## src/design/high_zcr_ratio_window_core_defines.svh

```systemverilog
// Assertion macros used by the high ZCR ratio window top-level design file.
// No dependencies; include by bare file name.
`ifndef HIGH_ZCR_RATIO_WINDOW_CORE_DEFINES_SVH
`define HIGH_ZCR_RATIO_WINDOW_CORE_DEFINES_SVH

`ifndef SYNTHESIS
// Property must hold at every clock edge outside reset
`define HZR_ASSERT(label, clk, rst_n, prop, msg) \
    label: assert property (@(posedge clk) disable iff (!rst_n) (prop)) else $error(msg);
// Condition must never be true outside reset
`define HZR_ASSERT_NEVER(label, clk, rst_n, cond, msg) \
    label: assert property (@(posedge clk) disable iff (!rst_n) !(cond)) else $error(msg);
`else
`define HZR_ASSERT(label, clk, rst_n, prop, msg)
`define HZR_ASSERT_NEVER(label, clk, rst_n, cond, msg)
`endif

`endif

```

## src/design/hzr_pkg.sv

```systemverilog
// Shared constants and types for the high ZCR ratio window core.
// No dependencies.
package hzr_pkg;

    // Field widths
    localparam int ZCR_W   = 17;
    localparam int GAIN_W  = 12;
    localparam int COUNT_W = 6;

    // Default window length
    localparam int HISTORY_DEPTH_DEF = 32;

    // Register and fixed-point constants
    localparam logic [GAIN_W-1:0]  GAIN_RST  = 12'd384;
    localparam logic [ZCR_W-1:0]   ONE_Q16   = 17'd65536;
    localparam logic [COUNT_W-1:0] COUNT_MAX = 6'd63;

    // Control from the sequencer to the counting unit
    typedef struct packed {
        logic clear;
        logic valid;
    } t_cnt_ctrl;

endpackage

```

## src/design/hzr_cell.sv

```systemverilog
// One history entry of the shift chain: holds a rate and passes it on.
// Depends on hzr_pkg.
module hzr_cell #(
    parameter logic [hzr_pkg::ZCR_W-1:0] P_RESET_VAL = '0
) (
    input  logic                      i_clk,
    input  logic                      i_rst_n,
    input  logic                      i_shift,
    input  logic [hzr_pkg::ZCR_W-1:0] i_d,
    output logic [hzr_pkg::ZCR_W-1:0] o_q
);

    logic [hzr_pkg::ZCR_W-1:0] r_val;

    // Take the neighbor's value on every shift
    always_ff @(posedge i_clk) begin
        if (!i_rst_n) begin
            r_val <= P_RESET_VAL;
        end else if (i_shift) begin
            r_val <= i_d;
        end
    end

    assign o_q = r_val;

endmodule

```

## src/design/hzr_count.sv

```systemverilog
// Counting unit: scales each entry leaving the chain and counts those above the bound.
// Depends on hzr_pkg.
module hzr_count #(
    parameter int HISTORY_DEPTH = hzr_pkg::HISTORY_DEPTH_DEF
) (
    input  logic                                   i_clk,
    input  logic                                   i_rst_n,
    input  hzr_pkg::t_cnt_ctrl                     i_ctrl,
    input  logic [hzr_pkg::ZCR_W-1:0]              i_value,
    input  logic [hzr_pkg::GAIN_W+hzr_pkg::ZCR_W+$clog2(HISTORY_DEPTH)-1:0] i_rhs,
    output logic                                   o_busy,
    output logic [$clog2(HISTORY_DEPTH+1)-1:0]     o_count
);

    localparam int NW = $clog2(HISTORY_DEPTH + 1);
    localparam int PW = hzr_pkg::ZCR_W + NW;
    localparam int LW = PW + 8;
    localparam int RW = hzr_pkg::GAIN_W + hzr_pkg::ZCR_W + $clog2(HISTORY_DEPTH);
    localparam int CW = (LW > RW) ? LW : RW;

    logic          r_prod_vld;
    logic [PW-1:0] r_prod;
    logic [NW-1:0] r_count;
    logic [CW-1:0] w_lhs;
    logic [CW-1:0] w_rhs;

    // Scale the entry by the window length
    always_ff @(posedge i_clk) begin
        if (!i_rst_n) begin
            r_prod_vld <= 1'b0;
        end else begin
            r_prod_vld <= i_ctrl.valid;
        end
    end

    always_ff @(posedge i_clk) begin
        if (i_ctrl.valid) begin
            r_prod <= PW'(i_value) * PW'(HISTORY_DEPTH);
        end
    end

    // Compare value*N*256 against gain*sum
    assign w_lhs = CW'({r_prod, 8'b0});
    assign w_rhs = CW'(i_rhs);

    always_ff @(posedge i_clk) begin
        if (!i_rst_n) begin
            r_count <= '0;
        end else if (i_ctrl.clear) begin
            r_count <= '0;
        end else if (r_prod_vld && (w_lhs > w_rhs)) begin
            r_count <= r_count + NW'(1);
        end
    end

    assign o_busy  = r_prod_vld;
    assign o_count = r_count;

endmodule

```

## src/design/high_zcr_ratio_window_core.sv

```systemverilog
// Top level of the high ZCR ratio window core: shift chain, running sum, sequencer.
// Depends on hzr_pkg, hzr_cell, hzr_count and high_zcr_ratio_window_core_defines.svh.
//
//  Port group      Dir  Beat contents
//  s_axis_*        in   one frame rate (tdata) and nonempty flag (tuser)
//  m_axis_*        out  count of history entries above the bound (tdata)
//  i_cfg_wr_*      in   bound gain register write, no read-back
//
// A frame with samples passes through S_MUL, S_SCAN, S_DRAIN and S_DONE: the
// scan rotates the cell chain once past a single scaling multiplier and comparator.
// An empty frame goes straight from S_IDLE to S_DONE and returns the last count.
// A new beat is accepted while the previous result still waits on m_axis_tready.
// Reset is synchronous, active low, and loads the history pattern.
`include "high_zcr_ratio_window_core_defines.svh"

module high_zcr_ratio_window_core #(
    parameter int HISTORY_DEPTH = hzr_pkg::HISTORY_DEPTH_DEF
) (
    input  logic                       i_clk,
    input  logic                       i_rst_n,
    // slave side
    input  logic                       s_axis_tvalid,
    output logic                       s_axis_tready,
    input  logic [23:0]                s_axis_tdata,  // [16:0] frame_zcr
    input  logic                       s_axis_tuser,  // [0] has_samples
    // master side
    output logic                       m_axis_tvalid,
    input  logic                       m_axis_tready,
    output logic [7:0]                 m_axis_tdata,  // [5:0] high_count
    // configuration
    input  logic                       i_cfg_wr_en,
    input  logic [hzr_pkg::GAIN_W-1:0] i_cfg_wr_data
);

    localparam int ZW  = hzr_pkg::ZCR_W;
    localparam int SW  = ZW + $clog2(HISTORY_DEPTH);
    localparam int RW  = hzr_pkg::GAIN_W + SW;
    localparam int NW  = $clog2(HISTORY_DEPTH + 1);
    localparam int SCW = $clog2(HISTORY_DEPTH);
    localparam logic [SW-1:0] SUM_RST = SW'((HISTORY_DEPTH / 2) * 65536);
    localparam logic [hzr_pkg::COUNT_W-1:0] LAST_RST =
        ((HISTORY_DEPTH / 2) > 63) ? hzr_pkg::COUNT_MAX
                                   : hzr_pkg::COUNT_W'(HISTORY_DEPTH / 2);

    typedef enum logic [4:0] {
        S_IDLE  = 5'b00001,
        S_MUL   = 5'b00010,
        S_SCAN  = 5'b00100,
        S_DRAIN = 5'b01000,
        S_DONE  = 5'b10000
    } t_state;

    t_state                        r_state, n_state;
    logic [SW-1:0]                 r_sum;
    logic [RW-1:0]                 r_rhs;
    logic [hzr_pkg::GAIN_W-1:0]    r_gain;
    logic [SCW-1:0]                r_scan_cnt;
    logic [hzr_pkg::COUNT_W-1:0]   r_last_count, n_last_count;
    logic                          r_out_valid;
    logic [hzr_pkg::COUNT_W-1:0]   r_out_count;

    logic                          w_accept;
    logic                          w_push;
    logic                          w_shift;
    logic [ZW-1:0]                 w_feed;
    logic [ZW-1:0]                 w_q [HISTORY_DEPTH];
    logic [ZW-1:0]                 w_tail;
    logic                          w_out_free;
    hzr_pkg::t_cnt_ctrl            w_cnt_ctrl;
    logic                          w_cnt_busy;
    logic [NW-1:0]                 w_cnt;

    assign s_axis_tready = (r_state == S_IDLE);
    assign w_accept      = s_axis_tvalid && s_axis_tready;
    assign w_push        = w_accept && s_axis_tuser;
    assign w_out_free    = !r_out_valid || m_axis_tready;
    assign w_tail        = w_q[HISTORY_DEPTH-1];

    // Push a new rate, or rotate the chain during the scan
    assign w_shift = w_push || (r_state == S_SCAN);
    assign w_feed  = (r_state == S_SCAN) ? w_tail : s_axis_tdata[ZW-1:0];

    // Cell k holds the entry k+1 writes behind the next write slot
    for (genvar k = 0; k < HISTORY_DEPTH; k++) begin : g_cell
        localparam logic [ZW-1:0] CELL_RST =
            (((HISTORY_DEPTH - 1 - k) % 2) == 1) ? hzr_pkg::ONE_Q16 : '0;
        hzr_cell #(
            .P_RESET_VAL (CELL_RST)
        ) u_cell (
            .i_clk   (i_clk),
            .i_rst_n (i_rst_n),
            .i_shift (w_shift),
            .i_d     ((k == 0) ? w_feed : w_q[(k == 0) ? 0 : k-1]),
            .o_q     (w_q[k])
        );
    end

    // Count entries as they leave the tail of the chain
    assign w_cnt_ctrl.clear = (r_state == S_MUL);
    assign w_cnt_ctrl.valid = (r_state == S_SCAN);

    hzr_count #(
        .HISTORY_DEPTH (HISTORY_DEPTH)
    ) u_count (
        .i_clk   (i_clk),
        .i_rst_n (i_rst_n),
        .i_ctrl  (w_cnt_ctrl),
        .i_value (w_tail),
        .i_rhs   (r_rhs),
        .o_busy  (w_cnt_busy),
        .o_count (w_cnt)
    );

    // Hold the bound gain register
    always_ff @(posedge i_clk) begin
        if (!i_rst_n) begin
            r_gain <= hzr_pkg::GAIN_RST;
        end else if (i_cfg_wr_en) begin
            r_gain <= i_cfg_wr_data;
        end
    end

    // Keep the window sum: add the new rate, drop the overwritten one
    always_ff @(posedge i_clk) begin
        if (!i_rst_n) begin
            r_sum <= SUM_RST;
        end else if (w_push) begin
            r_sum <= r_sum - SW'(w_tail) + SW'(s_axis_tdata[ZW-1:0]);
        end
    end

    // Form gain * sum once per frame with samples
    always_ff @(posedge i_clk) begin
        if (r_state == S_MUL) begin
            r_rhs <= RW'(r_gain) * RW'(r_sum);
        end
    end

    // Advance the scan position
    always_ff @(posedge i_clk) begin
        if (!i_rst_n) begin
            r_scan_cnt <= '0;
        end else if (r_state == S_SCAN) begin
            r_scan_cnt <= (r_scan_cnt == SCW'(HISTORY_DEPTH - 1)) ? '0
                                                                  : r_scan_cnt + SCW'(1);
        end
    end

    // Saturate the count into the result field
    always_comb begin
        if (32'(w_cnt) > 32'(hzr_pkg::COUNT_MAX)) begin
            n_last_count = hzr_pkg::COUNT_MAX;
        end else begin
            n_last_count = hzr_pkg::COUNT_W'(w_cnt);
        end
    end

    // Sequencer
    always_comb begin
        n_state = r_state;
        case (r_state)
            S_IDLE: begin
                if (w_accept) begin
                    n_state = s_axis_tuser ? S_MUL : S_DONE;
                end
            end
            S_MUL: begin
                n_state = S_SCAN;
            end
            S_SCAN: begin
                if (r_scan_cnt == SCW'(HISTORY_DEPTH - 1)) begin
                    n_state = S_DRAIN;
                end
            end
            S_DRAIN: begin
                if (!w_cnt_busy) begin
                    n_state = S_DONE;
                end
            end
            S_DONE: begin
                if (w_out_free) begin
                    n_state = S_IDLE;
                end
            end
            default: begin
                n_state = S_IDLE;
            end
        endcase
    end

    always_ff @(posedge i_clk) begin
        if (!i_rst_n) begin
            r_state <= S_IDLE;
        end else begin
            r_state <= n_state;
        end
    end

    // Latch the finished count
    always_ff @(posedge i_clk) begin
        if (!i_rst_n) begin
            r_last_count <= LAST_RST;
        end else if ((r_state == S_DRAIN) && !w_cnt_busy) begin
            r_last_count <= n_last_count;
        end
    end

    // Output register: load when the slot is free, drop valid on handoff
    always_ff @(posedge i_clk) begin
        if (!i_rst_n) begin
            r_out_valid <= 1'b0;
        end else if ((r_state == S_DONE) && w_out_free) begin
            r_out_valid <= 1'b1;
        end else if (m_axis_tready) begin
            r_out_valid <= 1'b0;
        end
    end

    always_ff @(posedge i_clk) begin
        if ((r_state == S_DONE) && w_out_free) begin
            r_out_count <= r_last_count;
        end
    end

    assign m_axis_tvalid = r_out_valid;
    assign m_axis_tdata  = {2'b00, r_out_count};

    // Checks
    `HZR_ASSERT(a_empty_frame_to_done, i_clk, i_rst_n, (w_accept && !s_axis_tuser) |=> (r_state == S_DONE), "empty frame did not go straight to result")
    `HZR_ASSERT(a_result_after_done, i_clk, i_rst_n, $rose(m_axis_tvalid) |-> ($past(r_state) == S_DONE), "result raised outside the done state")
    `HZR_ASSERT_NEVER(a_count_idle_busy, i_clk, i_rst_n, (r_state == S_IDLE) && w_cnt_busy, "counting unit busy while idle")
    `HZR_ASSERT(a_scan_starts_at_zero, i_clk, i_rst_n, (r_state == S_MUL) |-> (r_scan_cnt == '0), "scan position not at zero before scan")

endmodule

```

## config.mk

```make
export PLATFORM = sky130hd
export DESIGN_NAME = high_zcr_ratio_window_core
export DESIGN_NICKNAME = d
export VERILOG_FILES = /design/src/design/hzr_pkg.sv /design/src/design/hzr_cell.sv /design/src/design/hzr_count.sv /design/src/design/high_zcr_ratio_window_core.sv
export VERILOG_INCLUDE_DIRS = /design/src /design/src/design
export SDC_FILE = /design/constraint.sdc
export NUM_CORES = 2
export LEC_CHECK = 0
export BUFFER_PORTS_ARGS = -buffer_cell sky130_fd_sc_hd__buf_2
export CORE_ASPECT_RATIO = 0.5
export CORE_MARGIN = 2
export CORE_UTILIZATION = 35
export DETAILED_ROUTE_END_ITERATION = 8
export GPL_TIMING_DRIVEN = 0
export PLACE_DENSITY = 0.52
export SETUP_SLACK_MARGIN = 0.02
export SYNTH_ARGS = -nofsm -noshare
export SYNTH_HDL_FRONTEND = slang
export SYNTH_SLANG_ARGS = --single-unit
export TNS_END_PERCENT = 5
```

## constraint.sdc

```tcl
create_clock -name i_clk -period 7.6 [get_ports i_clk]
set_input_delay 1.52 -clock i_clk [delete_from_list [all_inputs] [get_ports i_clk]]
set_output_delay 1.52 -clock i_clk [all_outputs]
set_load 0.01 [all_outputs]
```

Word-level counts from Yosys, hierarchy flattened
Index checks and enable logic that the tools add are counted.
{"block": "word_totals", "register_bits": 659, "latch_bits": 0, "ram_bits": 0, "rom_bits": 0, "output_inout_bits": 10, "wordCells": 82, "n_memories": 0}
{"block": "op_classes", "add_sub_neg": 4, "mul": 1, "div_mod_pow": 0, "magnitude_cmp": 1, "n_eq_ne": 10, "shift": 0, "muxes": 10, "n_bitwise": 1, "reduce_logical": 12}
{"operator": "> comparator 30 x 34 -> 1 bit", "n": 1}
{"operator": "multiplier 12 x 22 -> 34 bit", "n": 1}
{"operator": "2-to-1 mux 5 bit", "n": 6}
{"operator": "one-hot mux 5 bit (5 select lines)", "n": 1}
{"operator": "adder 22 x 17 -> 22 bit", "n": 1}
{"operator": "subtractor 22 x 17 -> 22 bit", "n": 1}
{"operator": "2-to-1 mux 17 bit", "n": 1}
{"operator": "equality test 5 bit, second input constant", "n": 2}
{"operator": "adder 6 x 1 -> 6 bit, second input constant", "n": 1}
{"operator": "!= test 2 bit, second input constant", "n": 3}
{"operator": "adder 5 x 1 -> 5 bit, second input constant", "n": 1}
{"operator": "equality test 5 x 1 -> 1 bit, second input constant", "n": 1}
{"operator": "equality test 5 x 2 -> 1 bit, second input constant", "n": 1}
{"operator": "equality test 5 x 3 -> 1 bit, second input constant", "n": 1}
{"operator": "equality test 5 x 4 -> 1 bit, second input constant", "n": 1}
{"operator": "logical AND 1 bit", "n": 5}
{"operator": "AND reduction 4 bit", "n": 1}
{"operator": "logical NOT 1 bit", "n": 2}
{"operator": "logical OR 1 bit", "n": 2}
{"operator": "2-to-1 mux 1 bit", "n": 2}
{"operator": "!= test 2 x 1 -> 1 bit, second input constant", "n": 1}
{"operator": "nonzero test 2 bit", "n": 1}
{"operator": "OR reduction 2 bit", "n": 1}
{"operator": "NOT 1 bit", "n": 1}

Longest topological paths before layout
{"block": "logic_depth", "ltp_word": 4, "mapped_depth": 21}

Cells and area by module
From an unflattened synthesis, not the netlist that was laid out.
{"block": "unflattened", "hier_cells": 3397, "area_unflattened_um2": 35596.6}
{"module": "high_zcr_ratio_window_core", "instances": 1, "cells_per_inst": 1548, "area_per_inst_um2": 13457.9}
{"module": "hzr_cell at g_cell[11].u_cell ...", "instances": 16, "cells_per_inst": 54, "area_per_inst_um2": 651.9}
{"module": "hzr_cell at g_cell[0].u_cell ...", "instances": 16, "cells_per_inst": 54, "area_per_inst_um2": 649.4}
{"module": "hzr_count", "instances": 1, "cells_per_inst": 121, "area_per_inst_um2": 1318.8}

Least setup slack after synthesis
Ideal clock, no wire load.
{"block": "synth_timing", "kind": "reg-to-reg", "start": "register r_gain[6] (netlist bit)", "end": "register r_rhs[31] (data pin)", "setup_time_ns": 0.265, "t_arrival_ns": 4.981, "required_ns": 7.335, "slack_ns": 2.354, "path_stages_with_launch": 20, "synth_period_minus_slack_ns": 5.246, "cell_sequence": "dfxtp_1 clkbuf_1 nand2_1 fa_1 inv_1 fa_1 fa_1 fa_1 inv_1 fa_1 inv_1 ha_1 clkbuf_1 nand3_1 a211oi_1 nand2_1 a211oi_1 a21oi_1 o21ai_0 xor2_1"}
{"block": "synth_between", "elab_chain_len": 1}
{"item": "start: declaration", "line": "high_zcr_ratio_window_core.sv:56", "text": "logic [hzr_pkg::GAIN_W-1:0] r_gain;"}
{"item": "start signal: assignment", "line": "high_zcr_ratio_window_core.sv:117", "text": "r_gain <= hzr_pkg::GAIN_RST;"}
{"item": "start signal: assignment", "line": "high_zcr_ratio_window_core.sv:119", "text": "r_gain <= i_cfg_wr_data;"}
{"item": "multiplier 12 x 22 -> 34 bit", "line": "high_zcr_ratio_window_core.sv:135", "text": "r_rhs <= RW'(r_gain) * RW'(r_sum);"}
{"item": "end signal: assignment", "line": "high_zcr_ratio_window_core.sv:135"}
{"item": "end: declaration", "line": "high_zcr_ratio_window_core.sv:55", "text": "logic [RW-1:0] r_rhs;"}
No other way between the ends.
A chain may end at the register's enable or synchronous reset.

Worst setup path after layout
{"block": "layout_timing", "start": "register r_sum[6]", "end": "register r_rhs[31] (data pin)"}
{"block": "layout_between", "elab_chain_len": 1}
{"item": "start: declaration", "line": "high_zcr_ratio_window_core.sv:54", "text": "logic [SW-1:0] r_sum;"}
{"item": "start signal: assignment", "line": "high_zcr_ratio_window_core.sv:128", "text": "r_sum <= r_sum - SW'(w_tail) + SW'(s_axis_tdata[ZW-1:0]);"}
{"item": "multiplier 12 x 22 -> 34 bit", "line": "high_zcr_ratio_window_core.sv:135"}
No other way between the ends.

==> metrics.yaml <==
worst_setup_path:
  crit_buf_inv: 5
  cp_cell_sequence: "clkbuf_1, nand2_1, fa_1, inv_1, fa_1, fa_1, fa_1, inv_1, fa_1, inv_1, ha_1, clkbuf_1, nand3_1, a211oi_1, nand2_1, a211oi_1, a21oi_1, o21ai_0, xor2_1"
  worstPathRequired_ps: 7970
  crit_type: "flip-flop to flip-flop"
  crit_family: "adder cells"
  critPathMaxStageDelay_ps: 650
  critPathMostFrequentCell: "fa_1"
  arrival_ps: 6970
  cpMaxStageDelayCell: "clkbuf_1"
  end_kind: "flip-flop"
  startpoint_type: "flip-flop"
  crit_path_start: "r_sum[6]$_SDFFE_PN0P_"
  r2r-start: "r_sum[6]$_SDFFE_PN0P_"
  path_max_fanout: 10
detailed_routing:
  met1_length_mm: 41.5
  drt_iter0_drc: 1471
  met2_wirelength_mm: 41.2
  routed_wl_mm: 89.2
  drt_drc_violations_left: 0
  routed.top_layer: "met4"
  wl_met3_mm: 3.55
  dr.pass1.iters: 5
  post_drt_wl_per_cell_microns: 16.4
  vias: 26100
  viasPerCell: 4.79
  ant_nets: 0
synth:
  synth_area_sq_mm: 0.0332
  async_flop_share_pct: 0
  syn_inst: 4018
  yosys_warnings: 0
  yosysUniqueCellTypes: 69
  synth_enable_flop_cells: 57
  yosysSeqAreaShare_pct: 41.5
  ys_ff_latch: 659
  ys.flop_type: "dfxtp_1"
  syn_avg_cell_area_sq_um: 8.25
timing:
  min_period_ps: 6600
  slew_viol_final: 0
  tightest_slew_ps: 887
  hold_violations: 0
  fmax_mhz: 152
  setup_viol: 0
  period_share_pct: 86.8
  rsz0062_at_grt: "no"
  maxSlewHeadroom_pct: 40.9
  setup-tns-final_ps: 0
  fin_worst_skew_ps: 25.3
  worst_slack_ps: 1000
hold_path:
  hold_path.class: "flip-flop to flip-flop"
  min_from: "r_last_count[4]$_SDFFE_PN1P_"
global_routing:
  gr-total-overflow: 0
  grt_pass1_wl_mm: 144
  grt_max_degree: 36
  grt_use_total_pct: 18.6
  antenna_found_initial: 1
  grt_pass1_vias: 26400
clock_tree:
  clockRootBuffer: "clkbuf_16"
  clock_latency_ps: 640
  hold_buffers: 0
  cts_setup_buffers: 0
  clockBufferDepth: 3
  ctsResizeCount: 0
  clkSlewWorstSetupHoldPaths_ps: 60
  numCtsBuffers: 66
  htree_levels: 3
  cts_tree: "built"
  cts_sinks: 659
die:
  die_area_sq_mm: 0.0973
  fp-row-count: 79
  io_pins: 52
  die_w_microns: 439
  core_sq_mm: 0.0934
  start_util_pct: 35.5
  die_h_microns: 222
power:
  peakVddDrop_mv: 0.134
  p_leak_nw: 14.4
  power_density_mw_per_mm2: 233
flow_run:
  drv_cap: 0
placed_design:
  gp_congestion: 0.911
  numPortBuffers: 42
  post-place-ws_ps: 1050
  hpwl_mm: 67.7
cells_and_area:
  nNetsFinal: 4503
  drive_gt1_share_pct: 5.77
  utilization_pct: 39.8
  syn_to_final_growth_pct: 12.1
status:
  status: "finished, final reports clean"
==> worst register-to-register path, delay by kind of cell (launching register included) <==
kind                     cells  cell delay (ps)
AND/OR/NAND/NOR              3              490
AO/OA/AOI/OAI                4             1280
buffers and inverters        5             1080
XOR/XNOR                     1              110
adder cells (fa/ha/maj)      6             2960
flip-flops                   1              440
==> cell families after synthesis <==
logic type,synth area share (%)
AOI/OAI and AO/OA,12.5
xor gates and xnor gates,0.951
adders and majority gates,17.4
buffers and inverters,7.13
DFF,41.5
muxes,0.604
other,0.0113
and+or+nand+nor,19.9
==> cells in the mapped netlist, types with 9 or more instances <==
cell      number  area (sq um)
o21a_1         9          67.6
mux2i_1       20           200
and2_1        88           551
clkbuf_1     162           608
fa_1         217          4340
a21oi_1      588          2940
nand4_1       16           100
a21o_1        29           218
nor3_1        17          85.1
nand3_1       41           205
a211oi_1      10          75.1
xnor2_1       20           175
dfxtp_1      602         12100
nand2b_1      10          62.6
inv_1        339          1270
buf_1          9          33.8
and3_1        13          81.3
xor2_1        16           140
o21ai_0       54           270
o211ai_1      27           203
nor2_1        69           259
buf_2         82           410
nand2_1     1313          4930
a31oi_1       11          68.8
edfxtp_1      57          1710
ha_1         114          1430
==> where the power goes <==
group / switching [mW] / internal (mW)
registers: 0.0577 / 3.58
clock network: 1.45 / 1.88
logic: 1.13 / 0.544
total: 2.64 / 6.01
==> cell type report <==
class                   count  area [sq um]
repair buffers             43           230
well taps                1255          1570
multi-input cells        2762         17000
flip-flops and latches    659         13800
inverters                 342          1280
plain buffers             256          1080
diodes                      2          5.00
clock inverters            22           277
clock buffers              95          1920
fillers                  9592         56300
==> per-stage QoR <==
stage                     hold WS (ps)  cell area, sq um  instances  power [mW]
final                              438             37200       5436        8.65
after global routing               453             37200       5434        9.13
after CTS                          445             37100       5433        8.76
after detailed placement           429             34900       5316        5.39
after global placement             430             34900       5316        5.38
after floorplan                    408             33200       4019        4.86
==> sequential cells by signal (all words and copies together) (netlist names), 5 cells and up <==
signal / count
g_cell.u_cell.o_q: 544
r_rhs: 34
r_sum: 22
u_count.r_prod: 17
r_gain: 12
r_last_count: 6
r_out_count: 6
u_count.o_count: 6
r_scan_cnt: 5
r_state: 5
==> path summary, 6_finish.rpt <==
check / endpoint / slack (ps) / cells after the start
worst max-delay path: r_rhs[31]$_DFFE_PP_ / 1000 / 19
worst min-delay path: r_out_count[4]$_DFFE_PP_ / 440 / 0
worst max register to register: r_rhs[31]$_DFFE_PP_ / 1000 / 19
worst min register to register: r_out_count[4]$_DFFE_PP_ / 440 / 0
==> placed cells by master, fill, tap and decap left out, types with 54 or more instances in the layout <==
master     count
edfxtp_1      57
nor2_1        69
ha_1         114
dfxtp_1      602
clkbuf_16     67
fa_1         217
nand2_1     1313
clkbuf_1     176
buf_2        124
inv_1        338
o21ai_0       54
a21oi_1      588
and2_1        88
==> per-layer routing <==
| metal | up-vias | global-route usage, % |
|---|---|---|
| met4 | 0 | 5.99 |
| met5 | - | 0 |
| met2 | 442 | 30.7 |
| met3 | 141 | 3.11 |
| met1 | 12400 | 24.7 |
| li1 | 13100 | - |
(Power assumes the default switching activity.)
